## src/rtl/gbs_pkg.sv

```systemverilog
`timescale 1ns / 1ps
// ----------------------------------------------------------------------------
// gbs_pkg: shared types and constants of the bounded stack grid
// Codes, field widths, reset values and the record that the front hands to
// the back through the command queue.
// ----------------------------------------------------------------------------
package gbs_pkg;

  // default sizes for the top level parameters
  localparam int MaxGridXDef = 16;
  localparam int MaxGridYDef = 16;
  localparam int MaxDepthDef = 16;

  // fixed field widths
  localparam int ActionW     = 2;
  localparam int PosW        = 5;
  localparam int CapInW      = 5;
  localparam int ItemW       = 32;
  localparam int StatusW     = 3;
  localparam int CountOutW   = 4;
  localparam int FlagW       = 3;
  localparam int CfgIdxW     = 2;
  localparam int CfgDataW    = 5;
  localparam int CellIdxMaxW = 16;

  // command queue depth
  localparam int QueueDepth = 2;

  // configuration register indexes
  localparam logic [CfgIdxW-1:0] RegFloorLimit = 2'd0;
  localparam logic [CfgIdxW-1:0] RegGridWidth  = 2'd1;
  localparam logic [CfgIdxW-1:0] RegGridLength = 2'd2;

  // configuration reset values
  localparam logic [CfgDataW-1:0] FloorLimitRst = 5'd16;
  localparam logic [CfgDataW-1:0] GridWidthRst  = 5'd16;
  localparam logic [CfgDataW-1:0] GridLengthRst = 5'd16;

  // result status codes
  localparam logic [StatusW-1:0] StOk      = 3'd0;
  localparam logic [StatusW-1:0] StCapHigh = 3'd1;
  localparam logic [StatusW-1:0] StOutside = 3'd2;
  localparam logic [StatusW-1:0] StRepSame = 3'd3;
  localparam logic [StatusW-1:0] StRepDiff = 3'd4;
  localparam logic [StatusW-1:0] StFull    = 3'd5;
  localparam logic [StatusW-1:0] StEmpty   = 3'd6;

  // sticky load error bits
  localparam logic [FlagW-1:0] ErrBadFormat = 3'b001;
  localparam logic [FlagW-1:0] ErrCapOver   = 3'b010;
  localparam logic [FlagW-1:0] ErrGrid      = 3'b100;

  typedef enum logic [ActionW-1:0] {
    ActSetCap = 2'd0,
    ActPush   = 2'd1,
    ActPop    = 2'd2,
    ActNone   = 2'd3
  } action_e;

  // command class decided by the front
  typedef enum logic [2:0] {
    KdSet       = 3'd0,
    KdPush      = 3'd1,
    KdPop       = 3'd2,
    KdNop       = 3'd3,
    KdCapHigh   = 3'd4,
    KdOutSet    = 3'd5,
    KdOutAccess = 3'd6
  } kind_e;

  typedef enum logic [1:0] {
    BkClear = 2'd0,
    BkFetch = 2'd1,
    BkEval  = 2'd2,
    BkPop   = 2'd3
  } back_state_e;

  typedef struct packed {
    kind_e                  kind;
    logic [CellIdxMaxW-1:0] cell_ix;
    logic [CapInW-1:0]      cap;
    logic [ItemW-1:0]       item;
  } op_t;

endpackage

```

## src/rtl/gbs_queue.sv

```systemverilog
`timescale 1ns / 1ps
// ----------------------------------------------------------------------------
// gbs_queue: command queue
// Short first-in first-out buffer between intake and execution.
// ----------------------------------------------------------------------------
module gbs_queue (
  input  logic         clk_i,
  input  logic         rst_ni,
  input  logic         push_i,
  input  gbs_pkg::op_t data_i,
  input  logic         pop_i,
  output gbs_pkg::op_t head_o,
  output logic         empty_o,
  output logic         full_o
);

  localparam int Depth = gbs_pkg::QueueDepth;
  localparam int PtrW  = (Depth > 1) ? $clog2(Depth) : 1;
  localparam int CntW  = $clog2(Depth + 1);

  gbs_pkg::op_t    entry_q [Depth];
  logic [PtrW-1:0] wr_ptr_q, wr_ptr_d;
  logic [PtrW-1:0] rd_ptr_q, rd_ptr_d;
  logic [CntW-1:0] cnt_q, cnt_d;

  assign head_o  = entry_q[rd_ptr_q];
  assign empty_o = (cnt_q == '0);
  assign full_o  = (cnt_q == CntW'(Depth));

  always_comb begin
    wr_ptr_d = wr_ptr_q;
    rd_ptr_d = rd_ptr_q;
    cnt_d    = cnt_q;
    if (push_i) begin
      wr_ptr_d = (wr_ptr_q == PtrW'(Depth - 1)) ? '0 : PtrW'(wr_ptr_q + 1'b1);
    end
    if (pop_i) begin
      rd_ptr_d = (rd_ptr_q == PtrW'(Depth - 1)) ? '0 : PtrW'(rd_ptr_q + 1'b1);
    end
    if (push_i && !pop_i) begin
      cnt_d = CntW'(cnt_q + 1'b1);
    end else if (pop_i && !push_i) begin
      cnt_d = CntW'(cnt_q - 1'b1);
    end
  end

  always_ff @(posedge clk_i or negedge rst_ni) begin
    if (!rst_ni) begin
      wr_ptr_q <= '0;
      rd_ptr_q <= '0;
      cnt_q    <= '0;
    end else begin
      wr_ptr_q <= wr_ptr_d;
      rd_ptr_q <= rd_ptr_d;
      cnt_q    <= cnt_d;
    end
  end

  always_ff @(posedge clk_i) begin
    if (push_i) begin
      entry_q[wr_ptr_q] <= data_i;
    end
  end

endmodule

```

## config.mk

```make
export PLATFORM = sky130hd
export DESIGN_NAME = gbs_queue
export DESIGN_NICKNAME = d
export VERILOG_FILES = /design/src/rtl/gbs_pkg.sv /design/src/rtl/gbs_queue.sv
export SDC_FILE = /design/constraint.sdc
export NUM_CORES = 1
export LEC_CHECK = 0
export BUFFER_PORTS_ARGS = -buffer_cell sky130_fd_sc_hd__buf_2
export CORE_UTILIZATION = 56
export DETAILED_ROUTE_END_ITERATION = 8
export PLACE_DENSITY = 0.89
export SLEW_MARGIN = 10
export SYNTH_ARGS = -nofsm -noshare
export SYNTH_HDL_FRONTEND = slang
export SYNTH_SLANG_ARGS = --single-unit
```

## constraint.sdc

```tcl
create_clock -name clk_i -period 7.2 [get_ports clk_i]
set_input_delay 0.72 -clock clk_i [delete_from_list [all_inputs] [get_ports clk_i]]
set_output_delay 0.72 -clock clk_i [all_outputs]
set_load 0.05 [all_outputs]
```

==> results of run 1 <==
## power by group through the flow
stage                     logic (mW)  registers [mW]  clock network (mW)
after CTS                       1.05           0.950               0.841
after global routing            1.08           0.960               0.870
after floorplan                0.877           0.946                   0
after global placement          1.03           0.950                   0
final                           1.04           0.948               0.827
after detailed placement        1.04           0.960                   0
## final cells by class
type / count / area, um^2
flip-flops and latches: 116 / 3460
fillers: 439 / 1740
multi-input cells: 67 / 835
repair buffers: 121 / 618
clock buffers: 20 / 425
clock inverters: 12 / 161
well taps: 99 / 124
inverters: 1 / 3.75
## worst register-to-register path, delay by kind of cell (launching register included)
family / cells / cell delay, ps
flip-flops: 1 / 430
buffers and inverters: 1 / 520
AND/OR/NAND/NOR: 1 / 640
## registers in the layout, summed over array words and instances, names as in the netlist
register / cells
entry_q: 112
cnt_q: 2
rd_ptr_q: 1
wr_ptr_q: 1
## logic make-up (layout without fill, tap and decap cells)
group,after synthesis,in the layout,share of synthesized area
fa+ha+maj,1,1,0.00288
flops,116,116,0.797
simple gates,5,5,0.00604
buf+inv,7,154,0.0135
mux,56,56,0.171
xor+xnor,5,5,0.0101
## routing by layer
layer,track usage,up-vias,part of all wire
met2,0.353,94,0.55
met1,0.193,1035,0.37
li1,-,1020,-
met5,0,-,0
met3,0.0829,11,0.067
met4,0.0793,0,0.014
## worst min-delay path by stage
stage / start / end / slack (ps) / depth (start not counted)
detailed placement: cnt_q[1] / cnt_q[1] / 480 / 1
global route: data_i[54] / entry_q[1][54] / 380 / 1
CTS: data_i[32] / entry_q[1][32] / 370 / 1
finish: data_i[11] / entry_q[0][11] / 400 / 1
floorplan: rst_ni / cnt_q[0] / 420 / 0
global placement: cnt_q[1] / cnt_q[1] / 470 / 1
## cells in the final DEF (no fill, tap or decap)
cell,instances
xnor2_1,1
clkbuf_8,1
dfrtp_1,3
xor2_1,4
clkbuf_1,3
edfxtp_1,112
clkinv_2,3
inv_1,1
clkinvlp_4,2
clkinv_1,3
mux2_2,26
ha_1,1
nor2_1,2
nor2b_4,1
dfrtp_2,1
and2_2,1
buf_4,3
mux2_4,30
bufinv_16,4
dlygate4sd3_1,1
nor2b_1,1
buf_2,117
clkbuf_16,16
==> impl_metrics.toml, run 1 <==
[run_status]
status = "completed"

[clock_tree]
cts_resized = 0
cts_setup_buffers = 0
cts_tree = "yes"
cts_root_buffer = "clkbuf_8"
cts_sinks = 116
cts_hold_buf = 1
cts_made_buffers = 17
cts_max_level = 4
cts.clk_slew.worst_paths_ps = 50
clk_path_buf_depth = 2
worstSkewPairLatency_ps = 510

[timing]
max_freq_mhz = 328
slew_violations = 0
slew_headroom = 0.472
finalHoldViolCount = 0
fin_ws_ps = 4150
layout_min_cycle_time_ps = 3050
rsz0062_at_grt = "false"
fin_setup_tns_ps = 0
clock_skew_ps = 9.09
setup_viol = 0
holdWs_ps = 399
fin_crit_sh = 0.423
worst_slew_pin_slew_ps = 792

[logic_synthesis]
synth_ff_type = "edfxtp_1"
synth_edf_count = 112
ys_async_sr_fraction = 0.0345
yosys-top-cells-count = "edfxtp_1 (112), mux2_4 (30), mux2_2 (26)"
syn_inst = 190
ys_types = 13
ys_ff_latch = 116
synth_nets = 251
yosysWarnings = 0
netlist_area_um2 = 4350
synthTopCellsByArea = "edfxtp_1 (77%), mux2_4 (10%), mux2_2 (6.7%), dfrtp_1 (2.3%), buf_6 (1.0%)"
yosysSeqAreaShare = 0.797
synth.most_common_cell = "edfxtp_1"
synth_top_area_share = 0.774
avgSynthCellArea_um2 = 22.9
synth_area_leader_cell = "edfxtp_1"

[power]
internal_power_mw = 1.76
clockPowerShare = 0.294
max-vdd-ir-drop_mv = 0.370
pwr-share-comb = 0.369
swShare = 0.373
share_seq_of_total_power = 0.337
leakage_nw = 2.26
power_density_nw_per_um2 = 500
p_sw_mw = 1.05
power.total_mw = 2.81

[critical_path]
r2r-end = "entry_q[0][20]"
cp_cell_sequence = "buf_4 > mux2_2 > buf_2"
cpPeakStageDelay_ps = 680
startpoint_type = "flop"
cp.depth = 3
crit_start = "rd_ptr_q"
rr_worst_depth = 2
required_ps = 6480
reg2reg_setup_slack_ps = 5240
crit_buf_inv = 2
cp_top_family = "buffers and inverters"
timing.rr.start = "wr_ptr_q"
end_kind = "output port"
crit_slowest_cell = "buf_4"
arrival_ps = 2330
cp_max_fo = 48
critical_path.endpoint = "head_o[35]"
critPathKind = "flop to output port"

[die]
start_util = 0.590
core-area_um2 = 7370
top_level_ports = 118
die_area_um2 = 8120
die_x_um = 90.1
die_h_um = 90.1
rows = 31

[worst_hold_path]
hold_path.class = "input pin to flop"

[global_route]
grt_usage = 0.194
grt.overflow.total = 0
grt_pass1_wl_mm = 11.3
antenna_found_initial = 0
grt_pass1_vias = 2319
grt_max_degree = 49

[drt]
ant_nets = 0
avgViaCountPerCell = 4.95
drt_iter0_drc = 72
vias = 2160
wirelength_mm = 7.25
dr.pass1.iters = 4
routedWlPerCell_um = 16.6
drc = 0

[final_layout]
nets = 385
fin_cells = 436
diodes = 0
final_core_util = 0.764
finalInstanceArea_um2 = 5630
synthToLayoutAreaGrowth_pct = 29.5
drive_gt1_frac = 0.608

[placement]
gp_congestion = 0.672
dp_hpwl_mm = 4.53
io_buffer_count = 117
dpl.cell_count = 403
dpl_cell_area_um2 = 5030
pre_cts_slack_ps = 4680

[job]
cap_violations = 0
Power figures use the tool's default switching activity.
==> inputs of run 2 (changes only) <==
- CORE_UTILIZATION: 56 -> 52
- PLACE_DENSITY: 0.89 -> 0.84
- clock period: 7.2 -> 2.95 ns (I/O delays scaled with it)
==> run 2 against run 1 <==
Clock power grew to 2.6 times the previous value. Global-route usage is 0.23 points higher. Clock skew is 4.6 ps lower. Critical path depth stayed put. Die area is 7.5% higher. Sequential share of layout area is 6.4 points lower. Utilization is 3.4 points higher. Clock-buffer cell count is 2 lower. Via count is 11% higher. Sequential power grew to 2.5 times the previous value. Final area is 12% higher. Highest routed layer unchanged.
==> impl_metrics.toml, run 2 (synthesized netlist as in run 1, its figures left out) <==
[worst_hold_path]
hold_path.class = "input pin to asynchronous set/reset pin"

[timing]
rsz0062_at_grt = "false"
layout_min_cycle_time_ps = 2370
max_freq_mhz = 422
slew_violations = 0
fin_crit_sh = 0.803
setup_viol = 0
clock_skew_ps = 4.48
finalHoldViolCount = 0
slew_headroom = 0.561
worst_slew_pin_slew_ps = 659
fin_setup_tns_ps = 0

[global_route]
grt_pass1_wl_mm = 12.1
grt_max_degree = 36
global_route.usage.met2 = 0.338
use_met1 = 0.213
grt.overflow.total = 0
grt_most_used_layer = "met2"
grt_usage = 0.197
grt_pass1_vias = 2575
use_met3 = 0.0618
antenna_found_initial = 0

[drt]
wirelength_mm = 7.96
drc = 0
drt_iter0_drc = 84
ant_nets = 0
avgViaCountPerCell = 4.82
routedWlPerCell_um = 16.0
dr.pass1.iters = 7
vias = 2407

[final_layout]
reg_top3 = "entry_q (112), cnt_q (2)"
largest_reg_flops = 112
drive_gt1_frac = 0.528
synthToLayoutAreaGrowth_pct = 44.7
nets = 444
regMostFlops = "entry_q"
final_cell_mix = "buf_2 (117), edfxtp_1 (112), dlygate4sd3_1 (59)"
mostFrequentLayoutCell = "buf_2"

[critical_path]
arrival_ps = 2070
cp_max_fo = 35
crit_buf_inv = 2
startpoint_type = "flop"
end_kind = "output port"
crit_slowest_cell = "dfrtp_4"
cpPeakStageDelay_ps = 660
cp_cell_sequence = "buf_12 > mux2_2 > buf_2"
required_ps = 2650
cp_top_family = "flip-flops"
critPathKind = "flop to output port"

[placement]
io_buffer_count = 117
dp_hpwl_mm = 4.43
gp_congestion = 0.688

[die]
die_area_um2 = 8730
die_h_um = 93.4
top_level_ports = 118
core-area_um2 = 7890
start_util = 0.551
die_x_um = 93.4
rows = 32

[run_status]
status = "completed"

[clock_tree]
cts_made_buffers = 17
cts_sinks = 116
worstSkewPairLatency_ps = 490
cts_tree = "yes"
cts.clk_slew.worst_paths_ps = 50
cts_max_level = 4
cts_root_buffer = "clkbuf_8"
cts_resized = 0
clk_path_buf_depth = 2

[job]
cap_violations = 0

[power]
power_density_nw_per_um2 = 1120
max-vdd-ir-drop_mv = 0.957
power.total_mw = 7.07
leakage_nw = 2.53
[run 2: changes by cell type in the layout (fill, tap and decap cells not counted), moves of 2 or more]
cell	delta
clkbuf_1	-2
clkinv_4	+2
buf_12	+2
dlygate4sd3_1	+58
[run 2: power by group]
part           internal, mW  switching [mW]  leakage (nW)
logic                 0.834            1.75          1.14
clock network          1.45           0.671         0.300
registers              2.20           0.169          1.10
total                  4.48            2.59          2.53
[run 2: worst reg2reg max path: cells and delay by family (launching register included)]
| family | cells | cell delay [ps] |
|---|---|---|
| buffers and inverters | 1 | 300 |
| DFF | 1 | 410 |
| and+or+nand+nor | 1 | 610 |
[run 2: final timing paths]
path                          start       endpoint  slack, ps  cells after the start
setup / recovery           rd_ptr_q     head_o[51]        580                      3
hold / removal               rst_ni       cnt_q[1]        140                      2
setup reg to reg           wr_ptr_q  entry_q[1][7]       1320                      2
hold reg to reg            cnt_q[1]       cnt_q[1]        520                      1
max in group asynchronous    rst_ni       rd_ptr_q       2670                      2
min in group clk_i         cnt_q[1]       cnt_q[1]        520                      1
[run 2: cell type report]
cell class	instances	area (um^2)
clock inverters	14	209
clock buffers	18	418
repair buffers	180	1230
inverters	1	3.75
flip-flops and latches	116	3470
fillers	407	1590
well taps	102	128
multi-input cells	67	835
diodes	1	2.50
[run 2: stage by stage]
| stage | hold slack [ps] | std cells | cell area [um^2] | worst slack [ps] | util |
|---|---|---|---|---|---|
| final | 136 | 499 | 6290 | 581 | 0.798 |
| after floorplan | -0.591 | 190 | 4350 | 658 | - |
| after CTS | 102 | 498 | 6290 | 539 | 0.798 |
| after global placement | 106 | 407 | 5070 | 1120 | 0.643 |
| after global routing | 131 | 498 | 6290 | 482 | 0.798 |
| after detailed placement | 108 | 407 | 5070 | 1090 | 0.643 |
[run 2: per-layer routing]
metal / part of all wire / routed length [um]
met5: 0 / 0
met4: 0.018 / 146
met3: 0.045 / 360
met2: 0.54 / 4320
met1: 0.39 / 3140
[run 2: timing repair]
| item | CTS | global route |
|---|---|---|
| buffers inserted | 0 | 0 |
| hold endpoints to repair | 118 | 0 |
| hold buffers | 59 | 0 |
