## src/rtl/gbs_pkg.sv

```systemverilog
`timescale 1ns / 1ps
// ----------------------------------------------------------------------------
// gbs_pkg: shared types and constants of the bounded stack grid
// Codes, field widths, reset values and the record that the front hands to
// the back through the command queue.
// ----------------------------------------------------------------------------
package gbs_pkg;

  // default sizes for the top level parameters
  localparam int MaxGridXDef = 16;
  localparam int MaxGridYDef = 16;
  localparam int MaxDepthDef = 16;

  // fixed field widths
  localparam int ActionW     = 2;
  localparam int PosW        = 5;
  localparam int CapInW      = 5;
  localparam int ItemW       = 32;
  localparam int StatusW     = 3;
  localparam int CountOutW   = 4;
  localparam int FlagW       = 3;
  localparam int CfgIdxW     = 2;
  localparam int CfgDataW    = 5;
  localparam int CellIdxMaxW = 16;

  // command queue depth
  localparam int QueueDepth = 2;

  // configuration register indexes
  localparam logic [CfgIdxW-1:0] RegFloorLimit = 2'd0;
  localparam logic [CfgIdxW-1:0] RegGridWidth  = 2'd1;
  localparam logic [CfgIdxW-1:0] RegGridLength = 2'd2;

  // configuration reset values
  localparam logic [CfgDataW-1:0] FloorLimitRst = 5'd16;
  localparam logic [CfgDataW-1:0] GridWidthRst  = 5'd16;
  localparam logic [CfgDataW-1:0] GridLengthRst = 5'd16;

  // result status codes
  localparam logic [StatusW-1:0] StOk      = 3'd0;
  localparam logic [StatusW-1:0] StCapHigh = 3'd1;
  localparam logic [StatusW-1:0] StOutside = 3'd2;
  localparam logic [StatusW-1:0] StRepSame = 3'd3;
  localparam logic [StatusW-1:0] StRepDiff = 3'd4;
  localparam logic [StatusW-1:0] StFull    = 3'd5;
  localparam logic [StatusW-1:0] StEmpty   = 3'd6;

  // sticky load error bits
  localparam logic [FlagW-1:0] ErrBadFormat = 3'b001;
  localparam logic [FlagW-1:0] ErrCapOver   = 3'b010;
  localparam logic [FlagW-1:0] ErrGrid      = 3'b100;

  typedef enum logic [ActionW-1:0] {
    ActSetCap = 2'd0,
    ActPush   = 2'd1,
    ActPop    = 2'd2,
    ActNone   = 2'd3
  } action_e;

  // command class decided by the front
  typedef enum logic [2:0] {
    KdSet       = 3'd0,
    KdPush      = 3'd1,
    KdPop       = 3'd2,
    KdNop       = 3'd3,
    KdCapHigh   = 3'd4,
    KdOutSet    = 3'd5,
    KdOutAccess = 3'd6
  } kind_e;

  typedef enum logic [1:0] {
    BkClear = 2'd0,
    BkFetch = 2'd1,
    BkEval  = 2'd2,
    BkPop   = 2'd3
  } back_state_e;

  typedef struct packed {
    kind_e                  kind;
    logic [CellIdxMaxW-1:0] cell_ix;
    logic [CapInW-1:0]      cap;
    logic [ItemW-1:0]       item;
  } op_t;

endpackage

```

## src/rtl/gbs_front.sv

```systemverilog
`timescale 1ns / 1ps
// ----------------------------------------------------------------------------
// gbs_front: command intake and classification
// Takes a command beat, checks capacity limit and grid bounds, and forms the
// queue record with the flat cell index.
// ----------------------------------------------------------------------------
module gbs_front #(
  parameter int MAX_GRID_X = gbs_pkg::MaxGridXDef,
  parameter int MAX_GRID_Y = gbs_pkg::MaxGridYDef,
  parameter int MAX_DEPTH  = gbs_pkg::MaxDepthDef
) (
  input  logic                          start_i,
  input  logic                          q_full_i,
  input  logic                          clearing_i,
  input  logic [gbs_pkg::ActionW-1:0]   action_i,
  input  logic [gbs_pkg::PosW-1:0]      pos_x_i,
  input  logic [gbs_pkg::PosW-1:0]      pos_y_i,
  input  logic [gbs_pkg::CapInW-1:0]    capacity_in_i,
  input  logic [gbs_pkg::ItemW-1:0]     item_in_i,
  input  logic [gbs_pkg::CfgDataW-1:0]  floor_limit_i,
  input  logic [gbs_pkg::CfgDataW-1:0]  grid_width_i,
  input  logic [gbs_pkg::CfgDataW-1:0]  grid_length_i,
  output logic                          busy_o,
  output logic                          push_o,
  output gbs_pkg::op_t                  op_o
);

  logic cap_high;
  logic outside;

  assign busy_o = clearing_i | q_full_i;
  assign push_o = start_i & ~busy_o;

  assign cap_high = (capacity_in_i >= floor_limit_i) ||
                    (32'(capacity_in_i) >= 32'(MAX_DEPTH));
  assign outside  = (pos_x_i >= grid_width_i)  || (32'(pos_x_i) >= 32'(MAX_GRID_X)) ||
                    (pos_y_i >= grid_length_i) || (32'(pos_y_i) >= 32'(MAX_GRID_Y));

  always_comb begin
    op_o.cell_ix = gbs_pkg::CellIdxMaxW'(32'(pos_y_i) * 32'(MAX_GRID_X) + 32'(pos_x_i));
    op_o.cap     = capacity_in_i;
    op_o.item    = item_in_i;
    case (action_i)
      gbs_pkg::ActSetCap: begin
        if (cap_high) begin
          op_o.kind = gbs_pkg::KdCapHigh;
        end else if (outside) begin
          op_o.kind = gbs_pkg::KdOutSet;
        end else begin
          op_o.kind = gbs_pkg::KdSet;
        end
      end
      gbs_pkg::ActPush: op_o.kind = outside ? gbs_pkg::KdOutAccess : gbs_pkg::KdPush;
      gbs_pkg::ActPop:  op_o.kind = outside ? gbs_pkg::KdOutAccess : gbs_pkg::KdPop;
      default:          op_o.kind = gbs_pkg::KdNop;
    endcase
  end

endmodule

```

## config.mk

```make
export PLATFORM = sky130hd
export DESIGN_NAME = gbs_front
export DESIGN_NICKNAME = d
export VERILOG_FILES = /design/src/rtl/gbs_pkg.sv /design/src/rtl/gbs_front.sv
export SDC_FILE = /design/constraint.sdc
export NUM_CORES = 1
export LEC_CHECK = 0
export BUFFER_PORTS_ARGS = -buffer_cell sky130_fd_sc_hd__buf_2
export CAP_MARGIN = 10
export CORE_ASPECT_RATIO = 0.8
export CORE_UTILIZATION = 31
export DETAILED_ROUTE_END_ITERATION = 10
export GPL_TIMING_DRIVEN = 1
export PLACE_DENSITY = 0.95
export SYNTH_ARGS = -nofsm -noshare
export SYNTH_HDL_FRONTEND = slang
export SYNTH_SLANG_ARGS = --single-unit
```

## constraint.sdc

```tcl
create_clock -name vclk -period 1.7
set_clock_uncertainty 0.1 [all_clocks]
set_input_delay 0.085 -clock vclk [all_inputs]
set_output_delay 0.085 -clock vclk [all_outputs]
set_load 0.01 [all_outputs]
```

==> results of run 1 <==
==> routing by layer <==
layer  part of all wire, %  vias to the layer above
met5                     0                        -
met1                    37                      321
li1                      -                      368
met3                   7.9                        8
met2                    53                       40
met4                   1.9                        0
==> layout by cell type, fill, tap and decap left out <==
| master | n |
|---|---|
| a31oi_4 | 1 |
| a211o_1 | 1 |
| nor3b_2 | 1 |
| nand3_2 | 1 |
| nand2_2 | 1 |
| o21ai_1 | 1 |
| inv_1 | 15 |
| a221o_1 | 1 |
| nand2_1 | 4 |
| or2_2 | 1 |
| o211ai_1 | 1 |
| nor2b_1 | 1 |
| mux2_4 | 1 |
| a21oi_1 | 2 |
| inv_2 | 2 |
| buf_6 | 4 |
| a21o_4 | 1 |
| nor4_4 | 1 |
| a22oi_1 | 1 |
| buf_2 | 51 |
| conb_1 | 6 |
| o21ai_2 | 2 |
| ha_4 | 6 |
| nor2_1 | 4 |
| a21oi_2 | 2 |
| buf_4 | 9 |
| nor2b_2 | 1 |
| xnor2_1 | 2 |
| ha_1 | 11 |
| xor2_1 | 1 |
| nand3_1 | 3 |
==> repair_timing <==
item	CTS	global route
endpoints found under the setup margin	2	3
setup buffers	1	1
resized for setup	8	20
pin swaps	6	13
==> worst paths after layout <==
| check | endpoint | slack (ns) | cells after the start | from |
|---|---|---|---|---|
| max | op_o[53] | 0.06 | 8 | pos_y_i[2] |
| min | op_o[10] | 0.07 | 0 | item_in_i[10] |
==> layout make-up <==
type               count  area (µm²)  share of cell area, %
multi-input cells     58         588                   55.2
well taps             36        45.0                   4.23
repair buffers        64         368                   34.5
inverters             17        63.8                   5.99
==> stage by stage <==
| stage | TNS (ns) | cell area [µm²] | worst slack [ns] | power, W |
|---|---|---|---|---|
| after floorplan | 0 | 872 | 0.235 | 0.000205 |
| after global placement | -0.0863 | 892 | -0.0752 | 0.000204 |
| after detailed placement | -0.113 | 892 | -0.0706 | 0.000209 |
| after CTS | 0 | 942 | 0.00690 | 0.000226 |
| after global routing | -0.0145 | 1060 | -0.0145 | 0.000302 |
| final | 0 | 1060 | 0.0551 | 0.000269 |
==> logic make-up after synthesis <==
family | synth area share, %
xor+xnor | 3.08
buf+inv | 48.8
simple gates | 10.9
fa+ha+maj | 24.9
compound gates | 10.6
mux | 1.32
other cells | 0.439
==> power by group <==
group          internal (W)  switching, W
combinational      0.000141      0.000128
sequential                0             0
clock                     0             0
==> run metrics, run 1 <==
drt first-iter violations=5; # clk buffers=0; GR met3 Demand/Resource=2.92%; Seq. cell area=0 µm²; Post-synth top cells=buf_4 (47), ha_1 (17), inv_1 (17); Setup Viol. Count Final=0; initial antenna violation count=0; Pwr Density=253 nW/µm²; Top Ports=125; slowest stage cell, crit path=mux2_4; crit path DAT=1.46 ns; HPWL after DPL=1470 µm; Max Clk Rate=0.608 GHz; critical-path cell list=buf_2 -> ha_4 -> nand2_1 -> o21ai_2 -> a31oi_4 -> a21oi_2 -> mux2_4 -> buf_6; Core Area=2520 µm²; die width=60.7 µm; Period minus WS final=1.64 ns; global-route wire length before repair=2750 µm; Synth Warn #=0; Worst VDD drop=63.1 µV; max-slew violations=0; vias in the first global route=755; mapped cell area=853 µm²; Critical Path Max Stage Delay=0.32 ns; largest net degree at the start of global routing=6; cell taking the most area after synthesis=buf_4; Via Count=737; crit start category=primary input; met1 GRT Util=10.2%; status=finished clean; Initial DRT Pass Iterations=2; CP Max Fanout=2; total wire length=1840 µm; CP endpoint kind=output pin; Cells after Synth=117; total gr overflow=0; met2 usage=23.1%; WL/cell=10.5 µm; I/O Buffers=55; die area=2970 µm²; Via-to-Cell Ratio=4.21; fin util=42.2%; Synth area leaders=buf_4 (41%), ha_1 (25%), inv_1 (7.5%), a21oi_1 (2.3%), nand3_1 (2.3%); Std-Cell Rows=16; net count reported at finish=225; global placement routability congestion=0.645; Seq cells=0; Top delay family on crit path=compound AO/OA/AOI/OAI gates; Max Cap Viol=0; final hold viol count=0; Total GRT Usage=11.3%; GR peak layer=met2; worst hold path type=primary input to output pin; Worst Hold Margin=0.0700 ns; Ant. Diodes=0; Yosys cell types=22; Initial Util=33.8%; kind of critical path=primary input to output pin; share of layout cells above drive strength 1=61.2%; fin cells=175; Die Ht=48.9 µm; sequential cell area fraction in the yosys report=0%; fillers=272; Avg Cell Area, Syn=7.29 µm²; Post-CTS Hold Buffers=0; # placed instances=173; WP buf/inv=2; drt drc=0; most common cell in the netlist=buf_4; period utilization=96.8%; Yosys top cell area share=41.3%; ANT nets after route=0; area growth from synthesis to final layout=24.8%; P_leak=0.592 nW; CP Data Required Time=1.51 ns
Power figures use the tool's default switching activity.
==> inputs of run 2 (changes only) <==
--- a/config.mk
+++ b/config.mk
@@ -12,6 +12,7 @@
 export DETAILED_ROUTE_END_ITERATION = 10
 export GPL_TIMING_DRIVEN = 1
 export PLACE_DENSITY = 0.95
+export REMOVE_ABC_BUFFERS = 1
 export SYNTH_ARGS = -nofsm -noshare
 export SYNTH_HDL_FRONTEND = slang
 export SYNTH_SLANG_ARGS = --single-unit
==> run 2 against run 1 <==
Compared with the run above:
- sequential share of layout area did not move
- final cell count is 0.57% lower
- non-clock buffer count fell by 1
- total power is 0.10% lower
- combinational power barely moved
- highest routed layer unchanged
- count of clock-buffer cells in the layout is the same
- fmax is 0.54% lower
- worst setup slack got worse by 0.0090 ns
- critical endpoint is now op_o[55]
- largest cell class unchanged
- utilization shrank 0.79 points
==> run metrics, run 2 (same netlist as run 1, synthesis figures left out) <==
status=finished clean; total gr overflow=0; Initial Util=33.8%; fin util=41.4%; Total GRT Usage=20.2%; total wire length=3250 µm; Seq cells=0; global-route wire length before repair=4090 µm; post-route setup TNS=0 ns; ANT nets after route=0; Core Area=2520 µm²; post-place setup slack=-0.0933 ns; crit start category=primary input; worst hold path type=primary input to output pin; period utilization=97.3%; most common cell after layout, fill and taps aside=buf_2; area growth from synthesis to final layout=22.4%; Initial DRT Pass Iterations=4; P_leak=0.584 nW; Die Ht=48.9 µm; Seq. cell area=0 µm²; CP endpoint kind=output pin; global placement routability congestion=0.796; HPWL after DPL=2830 µm; commonest non-fill, non-tap cells in the layout=buf_2 (52), inv_1 (13), ha_1 (12); I/O Buffers=55; area of the multi-input gates=572 µm²; Ant. Diodes=0; Pwr Density=257 nW/µm²; Max Clk Rate=0.605 GHz; Setup Viol. Count Final=0; Top Ports=125; share of layout cells above drive strength 1=61.6%; setup ws final=0.0462 ns; Via Count=793; Period minus WS final=1.65 ns; Worst VDD drop=65.2 µV; RSZ-0062 raised after global routing=true; # clk buffers=0; drt drc=0; vias in the first global route=784; final hold viol count=0; fillers=264; design area=1040 µm²; crit path DAT=1.47 ns; die area=2970 µm²; initial antenna violation count=0; CP Max Fanout=2; Max Cap Viol=0; net count reported at finish=224; DP Area=892 µm²; WL/cell=18.7 µm; max-slew violations=0; die width=60.7 µm; Post-CTS Hold Buffers=0; Std-Cell Rows=16; Tot Pwr=0.000269 W; kind of critical path=primary input to output pin; drt first-iter violations=20; Via-to-Cell Ratio=4.56; CP Data Required Time=1.51 ns; largest net degree at the start of global routing=6
==> run 2: metal layers <==
layer	up-vias	track usage, %	wire (µm)
li1	368	-	-
met1	347	16.8	1000
met2	76	33.9	1480
met3	2	21.2	723
met4	0	2.27	42
met5	-	0	0
==> run 2: stage by stage <==
stage | std cells | hold slack, ns
floorplan | 75 | 0.0700
global placement | 173 | 0.0701
detailed placement | 173 | 0.0701
CTS | 174 | 0.0701
global route | 174 | 0.0701
finish | 174 | 0.0700
==> run 2: final cells by class <==
type	count	area share (%)
inverter	17	6.35
multi-input combinational	58	54.7
tap	36	4.31
timing repair buffer	63	34.6
==> run 2: what timing repair did <==
item                                    4_1_cts  5_1_grt
resized for setup                             7       23
endpoints found under the setup margin        2        3
buffers inserted                              1        0
pin swaps                                     5       13
==> run 2: path summary, 6_finish.rpt <==
kind	from	to	slack (ns)	depth (start not counted)
worst max-delay path	pos_y_i[0]	op_o[55]	0.05	9
worst min-delay path	item_in_i[12]	op_o[12]	0.07	0
==> run 2: critical path: stages <==
cell     delay, ns
buf_2         0.11
inv_2         0.06
ha_4          0.19
nor2b_1       0.15
o21ai_2       0.09
a31oi_4       0.22
nand2_2       0.08
a221o_1       0.34
buf_2         0.14
==> run 2: power by group <==
| part | switching, W | total (W) | internal, W |
|---|---|---|---|
| sequential | 0 | 0 | 0 |
| combinational | 0.000131 | 0.000269 | 0.000138 |
| clock | 0 | 0 | 0 |
==> inputs of run 3 (changes only) <==
--- a/config.mk
+++ b/config.mk
@@ -8,7 +8,8 @@
 export BUFFER_PORTS_ARGS = -buffer_cell sky130_fd_sc_hd__buf_2
 export CAP_MARGIN = 10
 export CORE_ASPECT_RATIO = 0.8
-export CORE_UTILIZATION = 31
+export CORE_MARGIN = 5
+export CORE_UTILIZATION = 34
 export DETAILED_ROUTE_END_ITERATION = 10
 export GPL_TIMING_DRIVEN = 1
 export PLACE_DENSITY = 0.95
==> constraint.sdc (replaced) <==
create_clock -name vclk -period 2.05
set_clock_uncertainty 0.1 [all_clocks]
set_input_delay 0.1025 -clock vclk [all_inputs]
set_output_delay 0.1025 -clock vclk [all_outputs]
set_load 0.01 [all_outputs]
==> run 3 against run 2 <==
Compared with the run above:
- non-clock buffer count down 8
- global-route usage shrank 5.8 points
- wire length shrank 14%
- count of clock-buffer cells in the layout unchanged
- worst setup slack better by 0.21 ns
- critical endpoint is now op_o[53]
- highest routed layer is now met3
==> run metrics, run 3 (same netlist as run 1, synthesis figures left out) <==
Initial Util=35.2%; kind of critical path=primary input to output pin; Pwr Density=189 nW/µm²; Via-to-Cell Ratio=4.31; CP Max Fanout=5; critical-path cell list=buf_2 -> ha_1 -> nand2_1 -> o21ai_0 -> a31oi_2 -> a21oi_1 -> mux2_1 -> buf_2; Switch Pwr=0.0000822 W; Core Area=2420 µm²; global-route wire length before repair=3610 µm; CP Data Required Time=1.85 ns; commonest non-fill, non-tap cells in the layout=buf_2 (55), inv_1 (17), ha_1 (17); sequential power share=0%; ANT nets after route=0; Total GRT Usage=14.4%; Post-CTS Resized=0; die area=3620 µm²; post-place setup slack=0.249 ns; Die Ht=54.8 µm; drt drc=0; setup ws final=0.259 ns; largest net degree at the start of global routing=6; Max Cap Viol=0; Critical Path Max Stage Delay=0.35 ns; most common cell after layout, fill and taps aside=buf_2; Clock Power Share=0%; Seq cells=0; Setup Viol. Count Final=0; Initial DRT Pass Iterations=2; share of layout cells above drive strength 1=45.4%; Period minus WS final=1.79 ns; Post-CTS Hold Buffers=0; sw frac=51.7%; # clk buffers=0; worst hold path type=primary input to output pin; post-route setup TNS=0 ns; Top cell by count, worst path=buf_2; Max Clk Rate=0.558 GHz; RSZ-0062 raised after global routing=false; Post-CTS Setup Bufs=0; vias in the first global route=649; final hold viol count=0; total gr overflow=0; Top Ports=125; P_leak=0.529 nW; P_int=0.0000769 W; fin util=34.7%; area growth from synthesis to final layout=-1.61%; net count reported at finish=216; total wire length=2800 µm; max-slew violations=0; HPWL after DPL=2660 µm; crit path DAT=1.59 ns; Seq. cell area=0 µm²; period utilization=87.4%; crit start category=primary input; die width=66.0 µm; Ant. Diodes=0; Worst VDD drop=45.7 µV; Logic pwr share=100.0%; global placement routability congestion=0.746; slowest stage cell, crit path=mux2_1; I/O Buffers=55; status=finished clean; CP endpoint kind=output pin; Std-Cell Rows=16; Worst Hold Margin=0.105 ns; Via Count=716; initial antenna violation count=0; WL/cell=16.8 µm; drt first-iter violations=4
[run 3: cell types whose count changed in the layout (fill, tap and decap cells not counted), moves of 2 or more]
cell / previous run / this run
buf_4: 7 / 0
ha_4: 5 / 0
buf_6: 3 / 0
inv_1: 13 / 17
o21ai_2: 2 / 0
a21oi_1: 2 / 4
ha_1: 12 / 17
inv_2: 3 / 0
o21ai_0: 0 / 3
buf_2: 52 / 55
a21oi_2: 2 / 0
[run 3: worst paths after layout]
kind                       from  endpoint  slack [ns]  depth (start not counted)
hold / removal    item_in_i[12]  op_o[12]        0.11                          0
setup / recovery     pos_y_i[2]  op_o[53]        0.26                          8
[run 3: worst max-delay path, delay by kind of cell]
| kind | cells | cell delay (ns) |
|---|---|---|
| simple gates | 1 | 0.05 |
| buf+inv | 2 | 0.28 |
| mux | 1 | 0.35 |
| compound gates | 3 | 0.51 |
| fa+ha+maj | 1 | 0.30 |
[run 3: area by class of cell]
| type | instances | area, µm² |
|---|---|---|
| fillers | 270 | 1580 |
| multi-input cells | 58 | 455 |
| repair buffers | 55 | 275 |
| inverters | 17 | 63.8 |
| well taps | 36 | 45.0 |
[run 3: power by group through the flow]
stage	sequential, W	combinational (W)	clock (W)
after floorplan	0	0.0000789	0
after global placement	0	0.000157	0
after detailed placement	0	0.000161	0
after CTS	0	0.000162	0
after global routing	0	0.000184	0
final	0	0.000159	0
[run 3: stage by stage]
stage	cell area, µm²	total power, W	std cells
2_1_floorplan	519	0.0000789	75
3_3_place_gp	840	0.000157	166
3_5_place_dp	840	0.000161	166
4_1_cts	840	0.000162	166
5_1_grt	840	0.000184	166
6_report	840	0.000159	166
[run 3: layer usage]
metal  wire length [µm]  GRT usage, %
met2               1020          18.8
met1                998          14.8
met3                779          18.9
met5                  0          1.56
met4                  0             0
